<file path="config.mk">
export PLATFORM = sky130hd
export DESIGN_NAME = utf8_stream_decoder_unit
export DESIGN_NICKNAME = d
export VERILOG_FILES = /design/src/rtl/utf8d_pkg.sv /design/src/rtl/utf8d_step.sv /design/src/rtl/utf8d_out_reg.sv /design/src/rtl/utf8_stream_decoder_unit.sv
export SDC_FILE = /design/constraint.sdc
export NUM_CORES = 1
export LEC_CHECK = 0
export BUFFER_PORTS_ARGS = -buffer_cell sky130_fd_sc_hd__buf_2
export CORE_MARGIN = 1.5
export CORE_UTILIZATION = 40
export CTS_CLUSTER_DIAMETER = 50
export CTS_CLUSTER_SIZE = 14
export DETAILED_ROUTE_END_ITERATION = 6
export PLACE_DENSITY = 0.63
export SLEW_MARGIN = 20
export SYNTH_ARGS = -nofsm -noshare
export SYNTH_HDL_FRONTEND = slang
export SYNTH_SLANG_ARGS = --single-unit
</file>
<file path="constraint.sdc">
create_clock -name clk -period 4.69 [get_ports clk]
set_clock_uncertainty 0.15 [all_clocks]
set_input_delay 0.2345 -clock clk [delete_from_list [all_inputs] [get_ports clk]]
set_output_delay 0.2345 -clock clk [all_outputs]
set_load 0.005 [all_outputs]
</file>
<file path="src/rtl/utf8d_pkg.sv">
`default_nettype none
// ----------------------------------------------------------------------------
// utf8d_pkg
// Types and constants shared by the UTF-8 stream decoder modules.
// ----------------------------------------------------------------------------
package utf8d_pkg;

	localparam int unsigned CpW  = 31;
	localparam int unsigned RemW = 3;

	// result status codes
	typedef enum logic [1:0] {
		ST_CHAR = 2'd0,
		ST_ERR  = 2'd1,
		ST_EOI  = 2'd2
	} status_t;

	// decoder state carried from one byte to the next
	typedef struct packed {
		logic [CpW-1:0]  partial;
		logic [RemW-1:0] remaining;
	} dec_state_t;

	// one result request
	typedef struct packed {
		logic           vld;
		logic [CpW-1:0] code_point;
		status_t        status;
	} dec_result_t;

	localparam logic [CpW-1:0] MaxCpReset   = 31'h0010FFFF;
	localparam logic [CpW-1:0] SurrogateLo  = 31'h0000D800;
	localparam logic [CpW-1:0] SurrogateHi  = 31'h0000DFFF;
	localparam logic [CpW-1:0] NoncharLo    = 31'h0000FDD0;
	localparam logic [CpW-1:0] NoncharHi    = 31'h0000FDEF;
	localparam logic [14:0]    NoncharPlane = 15'h7FFF;

endpackage
`default_nettype wire

</file>
<file path="src/rtl/utf8d_step.sv">
`default_nettype none
// ----------------------------------------------------------------------------
// utf8d_step
// Combinational decode of one byte against the current decoder state.
// ----------------------------------------------------------------------------
module utf8d_step (
	input  wire logic [7:0]                 data_byte,
	input  wire logic                       end_of_input,
	input  wire logic [utf8d_pkg::CpW-1:0]  max_cp,
	input  wire utf8d_pkg::dec_state_t      cur,
	output utf8d_pkg::dec_state_t           nxt,
	output utf8d_pkg::dec_result_t          res
);
	import utf8d_pkg::*;

	logic [RemW-1:0] lead_rem;
	logic            lead_bad;
	logic            lead_single;
	logic [CpW-1:0]  lead_val;
	logic [CpW-1:0]  shifted;
	logic [RemW-1:0] rem_dec;
	logic            value_ok;

	// lead byte classification: continuation bytes still to come and value bits
	always_comb begin
		lead_rem    = '0;
		lead_bad    = 1'b0;
		lead_single = 1'b0;
		lead_val    = '0;
		if (data_byte[7] == 1'b0) begin
			lead_single = 1'b1;
			lead_val    = {23'd0, data_byte};
		end else if (data_byte[7:6] == 2'b10) begin
			lead_bad = 1'b1;
		end else if (data_byte[7:5] == 3'b110) begin
			lead_rem = 3'd1;
			lead_val = {26'd0, data_byte[4:0]};
		end else if (data_byte[7:4] == 4'b1110) begin
			lead_rem = 3'd2;
			lead_val = {27'd0, data_byte[3:0]};
		end else if (data_byte[7:3] == 5'b11110) begin
			lead_rem = 3'd3;
			lead_val = {28'd0, data_byte[2:0]};
		end else if (data_byte[7:2] == 6'b111110) begin
			lead_rem = 3'd4;
			lead_val = {29'd0, data_byte[1:0]};
		end else if (data_byte[7:1] == 7'b1111110) begin
			lead_rem = 3'd5;
			lead_val = {30'd0, data_byte[0]};
		end else begin
			lead_bad = 1'b1;
		end
	end

	// continuation shift-in and completion checks
	assign shifted = {cur.partial[CpW-7:0], data_byte[5:0]};
	assign rem_dec = cur.remaining - 3'd1;
	assign value_ok = (shifted <= max_cp)
		&& (shifted[15:1] != NoncharPlane)
		&& !(shifted inside {[SurrogateLo:SurrogateHi]})
		&& !(shifted inside {[NoncharLo:NoncharHi]});

	// next state and result
	always_comb begin
		nxt            = cur;
		res.vld        = 1'b0;
		res.code_point = '0;
		res.status     = ST_CHAR;
		if (cur.remaining == '0) begin
			if (end_of_input) begin
				res.vld    = 1'b1;
				res.status = ST_EOI;
			end else if (lead_bad) begin
				nxt        = '0;
				res.vld    = 1'b1;
				res.status = ST_ERR;
			end else if (lead_single) begin
				nxt.partial    = '0;
				res.vld        = 1'b1;
				res.code_point = lead_val;
			end else begin
				nxt.partial   = lead_val;
				nxt.remaining = lead_rem;
			end
		end else if (end_of_input || data_byte[7:6] != 2'b10) begin
			nxt        = '0;
			res.vld    = 1'b1;
			res.status = ST_ERR;
		end else if (rem_dec != '0) begin
			nxt.partial   = shifted;
			nxt.remaining = rem_dec;
		end else if (!value_ok) begin
			nxt        = '0;
			res.vld    = 1'b1;
			res.status = ST_ERR;
		end else begin
			nxt            = '0;
			res.vld        = 1'b1;
			res.code_point = shifted;
		end
	end

endmodule
`default_nettype wire

</file>
<file path="src/rtl/utf8d_out_reg.sv">
`default_nettype none
// ----------------------------------------------------------------------------
// utf8d_out_reg
// Result register toward the consumer, with valid and stall.
// ----------------------------------------------------------------------------
module utf8d_out_reg (
	input  wire logic                      clk,
	input  wire logic                      arst_n,
	input  wire logic                      load,
	input  wire utf8d_pkg::dec_result_t    res,
	output logic                           free,
	output logic                           out_valid,
	input  wire logic                      out_stall,
	output logic [utf8d_pkg::CpW-1:0]      code_point,
	output logic [1:0]                     status
);
	import utf8d_pkg::*;

	logic           vld_q;
	logic [CpW-1:0] cp_q;
	status_t        st_q;

	// register can take a new request when empty or being drained
	assign free = !vld_q || !out_stall;

	// valid flag
	always_ff @(posedge clk or negedge arst_n) begin
		if (!arst_n) begin
			vld_q <= 1'b0;
		end else if (free) begin
			vld_q <= load;
		end
	end

	// payload
	always_ff @(posedge clk) begin
		if (free && load) begin
			cp_q <= res.code_point;
			st_q <= res.status;
		end
	end

	assign out_valid  = vld_q;
	assign code_point = cp_q;
	assign status     = st_q;

endmodule
`default_nettype wire

</file>
<file path="src/rtl/utf8_stream_decoder_unit.sv">
`default_nettype none
// ----------------------------------------------------------------------------
// utf8_stream_decoder_unit
// Streaming UTF-8 decoder, one byte or end-of-input mark per request.
// ----------------------------------------------------------------------------
// Takes one byte per cycle while in_stall is low. An accepted request lands
// in an input register; once the output register can take it, it is decoded
// against the held partial value and continuation count and any result goes
// into the output register, so a result passes through the input register
// and the output register. The decode step is a single shift-or plus range
// compares, so the rate is one request per cycle whenever the consumer does
// not stall. Lead bytes of multi-byte sequences and interior continuation
// bytes produce no result. Writes to max_code_point are taken at any time
// (cfg_ready is always high) and must be made while idle.
module utf8_stream_decoder_unit (
	input  wire logic                      clk,
	input  wire logic                      arst_n,
	input  wire logic                      in_valid,
	output logic                           in_stall,
	input  wire logic [7:0]                data_byte,
	input  wire logic                      end_of_input,
	output logic                           out_valid,
	input  wire logic                      out_stall,
	output logic [utf8d_pkg::CpW-1:0]      code_point,
	output logic [1:0]                     status,
	input  wire logic                      cfg_valid,
	output logic                           cfg_ready,
	input  wire logic [utf8d_pkg::CpW-1:0] max_code_point
);
	import utf8d_pkg::*;

	logic           vld_s1;
	logic [7:0]     byte_s1;
	logic           eoi_s1;
	logic [CpW-1:0] max_cp_q;
	dec_state_t     state_q;
	dec_state_t     state_nxt;
	dec_result_t    res;
	logic           out_free;
	logic           process;

	assign cfg_ready = 1'b1;

	// the held byte is decoded once the result register can take it
	assign process  = vld_s1 && out_free;
	assign in_stall = vld_s1 && !out_free;

	// configuration register
	always_ff @(posedge clk or negedge arst_n) begin
		if (!arst_n) begin
			max_cp_q <= MaxCpReset;
		end else if (cfg_valid && cfg_ready) begin
			max_cp_q <= max_code_point;
		end
	end

	// input stage valid
	always_ff @(posedge clk or negedge arst_n) begin
		if (!arst_n) begin
			vld_s1 <= 1'b0;
		end else if (!in_stall) begin
			vld_s1 <= in_valid;
		end
	end

	// input stage payload
	always_ff @(posedge clk) begin
		if (in_valid && !in_stall) begin
			byte_s1 <= data_byte;
			eoi_s1  <= end_of_input;
		end
	end

	// decoder state
	always_ff @(posedge clk or negedge arst_n) begin
		if (!arst_n) begin
			state_q <= '0;
		end else if (process) begin
			state_q <= state_nxt;
		end
	end

	utf8d_step u_step (
		.data_byte    (byte_s1),
		.end_of_input (eoi_s1),
		.max_cp       (max_cp_q),
		.cur          (state_q),
		.nxt          (state_nxt),
		.res          (res)
	);

	utf8d_out_reg u_out (
		.clk        (clk),
		.arst_n     (arst_n),
		.load       (process && res.vld),
		.res        (res),
		.free       (out_free),
		.out_valid  (out_valid),
		.out_stall  (out_stall),
		.code_point (code_point),
		.status     (status)
	);

	// stall is only raised while a byte is held
	a_stall_held: assert property (@(posedge clk) disable iff (!arst_n)
		in_stall |-> vld_s1)
		else $error("input stalled with empty input stage");

	// error and end-of-input results carry a zero code point
	a_cp_zero: assert property (@(posedge clk) disable iff (!arst_n)
		(out_valid && status != ST_CHAR) |-> (code_point == '0))
		else $error("non-character result with nonzero code point");

	// continuation count never exceeds the longest sequence
	a_rem_range: assert property (@(posedge clk) disable iff (!arst_n)
		state_q.remaining <= 3'd5)
		else $error("continuation count out of range");

	// an error clears the open sequence
	a_err_clears: assert property (@(posedge clk) disable iff (!arst_n)
		(process && res.vld && res.status == ST_ERR) |=>
		(state_q == '0))
		else $error("state not cleared after error");

endmodule
`default_nettype wire
</file>
==> flow_summary.json, run 1 <==
{
  "first_pass_iters": 4,
  "worstReg2RegEnd": "u_out.code_point[6]",
  "die_w_um": 114.2,
  "required_ps": 4760,
  "track_usage_pct": 18.63,
  "cts_num_sinks": 103,
  "dp_hpwl_um": 7852,
  "syn_area_per_cell_um2": 10.45,
  "critPathSlowestCell": "nor4_4",
  "synth-seq-cells": 103,
  "drive_gt1_share_pct": 20.71,
  "p_leak_uw": 0.002802,
  "cp-end-kind": "register",
  "grt.overflow.total": 0,
  "pre_cts_slack_ps": 1539,
  "clk_pin_slew_worst_paths_ps": 70,
  "critPathTopFamily": "simple AND/OR/NAND/NOR gates",
  "drtIter0Drc": 173,
  "grt_max_degree": 62,
  "cts_buffers": 9,
  "syn_nets": 552,
  "relSlewSlack_pct": 28.26,
  "synthFlopType": "dfrtp_1",
  "fin_crit_ps": 3092,
  "max-vdd-ir-drop_mv": 0.1567,
  "cts_tree": "done",
  "synthToLayoutAreaGrowth_pct": 25.14,
  "final_common_cell": "nand2_1",
  "coreArea_um2": 12010,
  "final_cell_mix": "nand2_1 (92), buf_2 (79), o21ai_0 (65)",
  "rows": 40,
  "status": "finished clean",
  "crit_buf_inv": 2,
  "synth_area_um2": 4942,
  "drv_cap": 0,
  "drv_slew": 0,
  "ys_seq_area_share_pct": 56.84,
  "grt_pass1_vias": 3837,
  "setup.worst_path.end": "u_out.code_point[6]",
  "timing.final.ws_setup_ps": 1598,
  "finalPower_uw": 2351,
  "grt_use_met3_pct": 4.129,
  "stdcell_count": 741,
  "worstSkewPairLatency_ps": 360,
  "diodes": 0,
  "post_cts_buffers": 0,
  "rsz0062_at_grt": "false",
  "arrival_ps": 3160,
  "async_reset_ff_share_pct": 59.22,
  "fillerInstances": 1109,
  "fmaxAchievable_mhz": 323.5,
  "antenna_left": 0,
  "crit_path_max_fanout": 17,
  "hold_viol": 0,
  "wire_per_inst_um": 15.31,
  "cts.path.max_buffers": 2,
  "h-tree-depth": 3,
  "wirelength_um": 11350,
  "initial_core_util_pct": 41.15,
  "grt_use_met1_pct": 25.27,
  "die_area_um2": 13030,
  "crit_chain": "inv_1 > ha_1 > nand4_1 > nor4_2 > and2_1 > o22ai_2 > nor4_4 > buf_6 > a22o_1",
  "r2r-start": "max_cp_q[10]",
  "die_h_um": 114.2,
  "finalSetupViolations": 0,
  "startpoint_type": "register",
  "ctsResizeCount": 0,
  "placed_cells": 682,
  "cts_root_buf": "clkbuf_16",
  "cp_num_cells": 9,
  "slowest_delay_ps": 680,
  "finalSetupTns_ps": 0,
  "crit_type": "reg -> reg",
  "gp_congestion": 0.9369,
  "grt_busiest_layer": "met2",
  "post-route-drc-count": 0,
  "antenna_found_initial": 0,
  "use_met2_pct": 28.71,
  "num_io_pins": 81,
  "yosysWarnings": 0,
  "cellPowerDensity_nw_per_um2": 380.2,
  "via_per_inst": 5.159,
  "hold_slack_ps": 323.0,
  "grt_pass1_wl_um": 18750,
  "hold_class": "in -> reg",
  "tightestPinTransition_ps": 1073,
  "critPathLaunch": "max_cp_q[10]",
  "r2r_cells": 9,
  "vias": 3823,
  "period_share_pct": 65.92,
  "synth_cell_types": 44,
  "ff2ff_setup_slack_ps": 1600,
  "synth_edf_count": 42,
  "nets": 668,
  "postSynthCellCount": 473,
  "io_buffers": 79
}
## final cells by class
class                      count  area (um2)  share of cell area [%]
inverter                      41       153.9                   2.488
clock buffer                  11       242.7                   3.925
timing repair buffer         125       852.1                   13.78
multi-input combinational    309        1878                   30.37
tap                          147       183.9                   2.974
clock inverter                 5       65.06                   1.052
sequential                   103        2809                   45.42
## synth_stat cells, types with 2 or more instances
master	n	share of area, %
edfxtp_1	42	26
ha_1	34	8.6
nor4_1	3	0.38
clkbuf_1	16	1.2
buf_6	3	0.68
nand2b_1	3	0.38
o21ai_0	65	6.6
nand3_1	13	1.3
nand4_2	2	0.51
xnor2_1	2	0.35
and2_1	26	3.3
and3_1	3	0.38
o31ai_1	2	0.30
a221oi_1	2	0.35
dfstp_2	17	9.0
nor3_1	4	0.41
nand2_1	92	7.0
o21a_1	6	0.91
nor2_1	4	0.30
dfrtp_1	44	22
nand4_1	7	0.89
a21oi_1	20	2.0
inv_1	41	3.1
nor4_2	2	0.51
## power by group
group | switching [uW] | internal (uW) | total (uW)
Clock | 339 | 435 | 774
Sequential | 62.9 | 1070 | 1140
Combinational | 272 | 170 | 442
Total | 674 | 1680 | 2350
## cell families (layout without fill, tap and decap cells)
kind of cell | after synthesis | count (layout) | share of synthesized area [%]
AND/OR/NAND/NOR | 166 | 166 | 16.68
AO/OA/AOI/OAI | 105 | 105 | 12.05
flip-flops | 103 | 103 | 56.84
multiplexers | 1 | 1 | 0.2278
other | 1 | 1 | 0.07588
adder cells (fa/ha/maj) | 34 | 34 | 8.608
buffers and inverters | 61 | 182 | 5.165
XOR/XNOR | 2 | 2 | 0.3545
## through the flow
step | util, % | area, um2
after detailed placement | 45.34 | 5446
after CTS | 51.49 | 6185
after global placement | 45.25 | 5435
final | 51.49 | 6185
after global routing | 51.49 | 6185
after floorplan | - | 4942
## worst min-delay path by stage
stage,cells past startpoint,startpoint,endpoint
2_1_floorplan,0,arst_n,max_cp_q[16]
3_3_place_gp,1,data_byte[1],byte_s1[1]
3_5_place_dp,1,data_byte[7],byte_s1[7]
4_1_cts,3,cfg_valid,max_cp_q[10]
5_1_grt,2,max_cp_q[20],max_cp_q[20]
6_report,3,cfg_valid,max_cp_q[12]
## sequential cells by signal, indices dropped and copies added (netlist names)
| register | count |
|---|---|
| u_out.out_valid | 1 |
| eoi_s1 | 1 |
| vld_s1 | 1 |
| max_cp_q | 31 |
| u_out.code_point | 31 |
| state_q | 28 |
| byte_s1 | 8 |
| u_out.status | 2 |
## timing repair
item / in CTS / in global routing
hold endpoints to repair: 86 / 0
hold buffers: 43 / 0
setup endpoints to repair: 0 / 0
## per-layer routing
metal  share of wire [%]  wire, um  vias up
met2                  46      5185      119
met3                 6.6       750       22
li1                    -         -     1868
met5                   0         0        -
met1                  45      5132     1814
met4                 2.4       276        0
## worst register-to-register path: cells and delay by family, from the launching register on
kind | cells | cell delay [ps]
flip-flops | 1 | 520
AO/OA/AOI/OAI | 2 | 280
adder cells (fa/ha/maj) | 1 | 320
AND/OR/NAND/NOR | 4 | 1380
buffers and inverters | 2 | 310
(Power assumes the default switching activity.)
==> run 2, diff against run 1 <==
--- a/config.mk
+++ b/config.mk
@@ -5,6 +5,7 @@
 export SDC_FILE = /design/constraint.sdc
 export NUM_CORES = 1
 export LEC_CHECK = 0
+export ABC_AREA = 1
 export BUFFER_PORTS_ARGS = -buffer_cell sky130_fd_sc_hd__buf_2
 export CORE_MARGIN = 1.5
 export CORE_UTILIZATION = 40
==> constraint.sdc (replaced) <==
create_clock -name clk -period 3.1 [get_ports clk]
set_clock_uncertainty 0.15 [all_clocks]
set_input_delay 0.155 -clock clk [delete_from_list [all_inputs] [get_ports clk]]
set_output_delay 0.155 -clock clk [all_outputs]
set_load 0.005 [all_outputs]
==> run 2 against run 1 <==
Worst hold slack lost 89 ps. Register-to-register slack lost 1200 ps. Sequential share of layout area shrank 1.5 points. Critical path type unchanged. Clock-buffer cell count grew 1. Final cell count grew 16%. Critical path depth grew 1.
==> flow_summary.json, run 2 <==
{
  "via_per_inst": 4.705,
  "relSlewSlack_pct": 42.32,
  "grt_pass1_wl_um": 18860,
  "yosysTopAreaCell": "edfxtp_1",
  "hold_class": "in -> async",
  "comb_power_share_pct": 21.4,
  "p_leak_uw": 0.002988,
  "cts_tree": "done",
  "finalSetupViolations": 0,
  "ff2ff_setup_slack_ps": 390,
  "diodes": 0,
  "grt_max_degree": 62,
  "postSynthCellCount": 567,
  "synth_most_common_cell": "nand2_1",
  "yosysWarnings": 0,
  "p_int_uw": 2563,
  "crit_type": "reg -> reg",
  "cp-end-kind": "register",
  "fmaxAchievable_mhz": 368.7,
  "die_area_um2": 13470,
  "hold_slack_ps": 233.5,
  "die_h_um": 116.1,
  "synthToLayoutAreaGrowth_pct": 25.23,
  "worstSkewPairLatency_ps": 350,
  "synthFlopType": "dfrtp_1",
  "io_buffers": 79,
  "track_usage_pct": 18.20,
  "syn_nets": 646,
  "ctsResizeCount": 0,
  "post-route-drc-count": 0,
  "synth_edf_count": 42,
  "synth_top_cells_by_count": "nand2_1 (115), inv_1 (96), o21ai_0 (62)",
  "grt_pass1_vias": 4112,
  "final_common_cell": "nand2_1",
  "worstReg2RegEnd": "u_out.code_point[20]",
  "synth-seq-cells": 103,
  "initial_core_util_pct": 40.68,
  "dp_hpwl_um": 8479,
  "cellPowerDensity_nw_per_um2": 566.9,
  "cts.path.max_buffers": 2,
  "grt_use_met1_pct": 20.18,
  "synth_area_um2": 5112,
  "antenna_left": 0,
  "wirelength_um": 11560,
  "final_cell_mix": "nand2_1 (115), inv_1 (96), buf_2 (79)",
  "rsz0062_at_grt": "false",
  "cts_root_buf": "clkbuf_16",
  "ys_seq_area_share_pct": 54.94,
  "drv_slew": 0,
  "fin_crit_ps": 2712,
  "max-vdd-ir-drop_mv": 0.4530,
  "cts_buffers": 9,
  "syn_area_per_cell_um2": 9.017,
  "async_reset_ff_share_pct": 59.22,
  "grt_busiest_layer": "met2",
  "synth_cell_types": 33,
  "p_seq_share_pct": 47.9,
  "gp_congestion": 0.8630,
  "wire_per_inst_um": 13.39,
  "tightestPinTransition_ps": 865.1,
  "post_cts_buffers": 0,
  "synth.top_cell.area_share_pct": 24.67,
  "finalSetupTns_ps": 0,
  "die_w_um": 116.1,
  "pwr-share-clk_pct": 30.6,
  "arrival_ps": 2730,
  "required_ps": 3120,
  "r2r-start": "max_cp_q[20]",
  "vias": 4060,
  "period_share_pct": 87.50,
  "nets": 765,
  "r2r_cells": 10,
  "grt_use_met3_pct": 4.603,
  "antenna_found_initial": 0,
  "hold_viol": 0,
  "first_pass_iters": 5,
  "num_io_pins": 81,
  "drive_gt1_share_pct": 17.66,
  "fillerInstances": 1187,
  "p_sw_share_pct": 29.37,
  "status": "finished clean",
  "p_switching_uw": 1066,
  "startpoint_type": "register",
  "cts_num_sinks": 103,
  "netlist_top_cells_area": "edfxtp_1 (25%), dfrtp_1 (22%), dfstp_2 (8.7%), nand2_1 (8.4%), ha_1 (8.3%)",
  "drv_cap": 0,
  "crit_path_max_fanout": 31,
  "rows": 41,
  "h-tree-depth": 3,
  "use_met2_pct": 34.04,
  "drtIter0Drc": 106,
  "coreArea_um2": 12570,
  "clk_pin_slew_worst_paths_ps": 70,
  "grt.overflow.total": 0
}
-- run 2: cell types whose count changed after synthesis, moves of 5 or more --
cell / before / now
o21a_1: 6 / 0
buf_2: 0 / 5
and2_1: 26 / 0
inv_1: 41 / 96
nand2_1: 92 / 115
nor2_1: 4 / 54
clkbuf_1: 16 / 10
nand3_1: 13 / 34
-- run 2: worst max-delay path by stage --
stage	start	end
after CTS	max_cp_q[20]	u_out.code_point[20]
after floorplan	state_q[0]	u_out.code_point[0]
after detailed placement	max_cp_q[20]	u_out.code_point[20]
after global routing	max_cp_q[20]	u_out.code_point[6]
after global placement	max_cp_q[20]	u_out.code_point[20]
final	max_cp_q[20]	u_out.code_point[20]
-- run 2: cell families (layout without fill, tap and decap cells) --
logic type	Yosys count	count (layout)	share of synthesized area, %
fa+ha+maj	34	34	8.321
simple gates	220	220	17.79
other cells	1	1	0.07335
compound gates	91	91	9.447
flops	103	103	54.94
xor+xnor	1	1	0.1713
mux	2	2	0.4405
buf+inv	115	239	8.811
-- run 2: final cells by class --
type	instances	area (um2)	area share (%)
Timing Repair Buffer	127	863.3	13.48
Tap cell	172	215.2	3.361
Clock buffer	12	236.5	3.694
Sequential cell	103	2809	43.87
Inverter	96	360.3	5.628
Multi-Input combinational cell	349	1864	29.12
Clock inverter	4	53.80	0.8403
-- run 2: worst max-delay path, cell delays in order, from the launching register on --
cell and delay (ps):
dfstp_2 520, inv_1 50, ha_1 290, nand2_1 50
nor2_1 130, nand4_1 100, nor2_1 200, nand3b_1 100
nand2_1 140, nand3_2 470, nor2_1 310
-- run 2: repair_timing --
| action | 4_1_cts | 5_1_grt |
|---|---|---|
| endpoints found under the setup margin | 0 | 0 |
| hold buffers | 43 | 0 |
| hold endpoints to repair | 68 | 0 |
-- run 2: through the flow --
step	power [uW]	area [um2]	utilization [%]	worst slack, ps	std cells
after global placement	2498	5682	45.21	457.1	804
after detailed placement	2512	5682	45.21	360.9	804
final	3629	6402	50.94	387.5	863
after CTS	3675	6402	50.94	348.0	863
after global routing	3854	6402	50.94	56.93	863
after floorplan	2225	5124	-	285.6	567
-- run 2: layer usage --
layer	vias up	wire, um
met5	-	0
li1	2067	-
met2	94	6022
met3	20	455
met4	0	226
met1	1879	4855
-- run 2: power groups by stage --
stage	combinational, uW	sequential, uW	clock, uW
finish	778	1740	1110
global route	899	1760	1190
CTS	790	1740	1140
detailed placement	744	1770	0
global placement	730	1770	0
floorplan	470	1760	0
==> run 3, diff against run 2 <==
--- a/config.mk
+++ b/config.mk
@@ -12,7 +12,7 @@
 export CTS_CLUSTER_DIAMETER = 50
 export CTS_CLUSTER_SIZE = 14
 export DETAILED_ROUTE_END_ITERATION = 6
-export PLACE_DENSITY = 0.63
+export PLACE_DENSITY_LB_ADDON = 0.15
 export SLEW_MARGIN = 20
 export SYNTH_ARGS = -nofsm -noshare
 export SYNTH_HDL_FRONTEND = slang
==> run 3 against run 2 <==
Total power up 1.5%. Final cell count is the same. Cell area up 0.27%. Die area did not move. Worst hold slack improved by 23 ps. Core utilization is 0.14 points higher. Register-to-register slack better by 40 ps. Sequential power about the same. Wire length grew 2.2%. Critical path depth is the same.
==> flow_summary.json, run 3 (synthesis results as in run 2) <==
{
  "r2r-start": "max_cp_q[20]",
  "drv_cap": 0,
  "diodes": 0,
  "wl_met2_um": 6049,
  "die_h_um": 116.1,
  "p_int_uw": 2602,
  "coreArea_um2": 12570,
  "grt_pass1_vias": 4121,
  "hold_depth": 3,
  "p_leak_uw": 0.003004,
  "clk_pin_slew_worst_paths_ps": 70,
  "post-route-drc-count": 0,
  "finalSetupTns_ps": 0,
  "hold-path-endpoint": "max_cp_q[6]",
  "hold_slack_ps": 256.0,
  "met3RoutedLength_um": 529,
  "vias": 4091,
  "cts.path.max_buffers": 2,
  "antenna_left": 0,
  "cellPowerDensity_nw_per_um2": 573.8,
  "place_area_um2": 5682,
  "relSlewSlack_pct": 40.64,
  "antenna_found_initial": 0,
  "p_seq_share_pct": 47.3,
  "period_share_pct": 86.21,
  "required_ps": 3130,
  "grt_max_degree": 62,
  "hold_class": "in -> reg",
  "fillerInstances": 1174,
  "worstSkewPairLatency_ps": 360,
  "die_area_um2": 13470,
  "cts_buffers": 9,
  "pwr-share-clk_pct": 31.5,
  "drtIter0Drc": 161,
  "final_cell_mix": "nand2_1 (115), inv_1 (96), buf_2 (79)",
  "fmaxAchievable_mhz": 374.2,
  "synthToLayoutAreaGrowth_pct": 25.58,
  "grt_pass1_wl_um": 19670,
  "final_common_cell": "nand2_1",
  "top_layer_used": "met4",
  "finalSetupViolations": 0,
  "drv_slew": 0,
  "rsz0062_at_grt": "false",
  "cts_tree": "done",
  "max-vdd-ir-drop_mv": 0.3545,
  "gp_congestion": 0.8712,
  "grt.overflow.total": 0,
  "drive_gt1_share_pct": 17.95,
  "fin_crit_ps": 2673,
  "initial_core_util_pct": 40.68,
  "p_switching_uw": 1082,
  "postLayoutCellArea_um2": 6420,
  "cts_num_sinks": 103,
  "crit_path_max_fanout": 31,
  "rows": 41,
  "finalPower_uw": 3684,
  "worstReg2RegEnd": "u_out.code_point[0]",
  "hold_viol": 0,
  "ff2ff_setup_slack_ps": 430,
  "cp-end-kind": "register",
  "track_usage_pct": 19.30,
  "die_w_um": 116.1,
  "tightestPinTransition_ps": 889.4,
  "wire_per_inst_um": 13.69,
  "status": "finished clean",
  "hp-start": "cfg_valid",
  "comb_power_share_pct": 21.2,
  "post_cts_buffers": 0,
  "drt-met1-wl_um": 4929,
  "startpoint_type": "register",
  "dp_hpwl_um": 8590,
  "io_buffers": 79,
  "cts_root_buf": "clkbuf_16",
  "h-tree-depth": 3,
  "nets": 765,
  "first_pass_iters": 4,
  "arrival_ps": 2700,
  "p_sw_share_pct": 29.37,
  "num_io_pins": 81,
  "r2r_cells": 10,
  "crit_type": "reg -> reg",
  "via_per_inst": 4.740,
  "wirelength_um": 11810
}
## run 3: timing repair
item,CTS,global route
hold endpoints to repair,61,0
hold buffers,43,0
resized for setup,0,0
## run 3: cell type report
type                       count  area, um2  area share [%]
clock inverter                 5      55.05          0.8575
clock buffer                  11      252.7           3.937
sequential                   103       2809           43.75
inverter                      96      360.3           5.613
timing repair buffer         127      863.3           13.45
tap                          172      215.2           3.352
multi-input combinational    349       1864           29.04
## run 3: power by group through the flow
stage | combinational (uW) | sequential [uW] | clock, uW
global placement | 731 | 1760 | 0
finish | 780 | 1740 | 1160
detailed placement | 743 | 1770 | 0
global route | 905 | 1760 | 1240
floorplan | 470 | 1760 | 0
CTS | 789 | 1740 | 1200
## run 3: worst max-delay path by stage
| stage | cells after the start | slack [ps] | to | from |
|---|---|---|---|---|
| after floorplan | 9 | 290 | u_out.code_point[0] | state_q[0] |
| after detailed placement | 13 | 410 | u_out.code_point[0] | max_cp_q[6] |
| after global placement | 10 | 490 | state_q[2] | state_q[0] |
| final | 10 | 430 | u_out.code_point[0] | max_cp_q[20] |
| after CTS | 13 | 390 | u_out.code_point[0] | max_cp_q[14] |
| after global routing | 10 | 60 | state_q[2] | state_q[0] |
## run 3: critical path: stages, from the launching register on
cell,delay [ps]
dfstp_2,530
inv_1,50
ha_1,290
nand2_1,50
nor2_1,110
nand4_1,110
nor2_1,140
nand3b_1,90
nand2_1,130
nand3_2,480
a21oi_1,360
## run 3: through the flow
step,utilization [%],instances,setup WS (ps)
after floorplan,-,567,285.6
after global placement,45.21,804,486.1
after detailed placement,45.21,804,414.4
after CTS,51.08,863,394.0
after global routing,51.08,863,57.99
final,51.08,863,427.3
## run 3: layer usage
metal  vias to the layer above  track usage, %
li1                       2065               -
met1                      1897           21.90
met2                       112           35.06
met3                        17           4.079
met4                         0           8.293
met5                         -               0
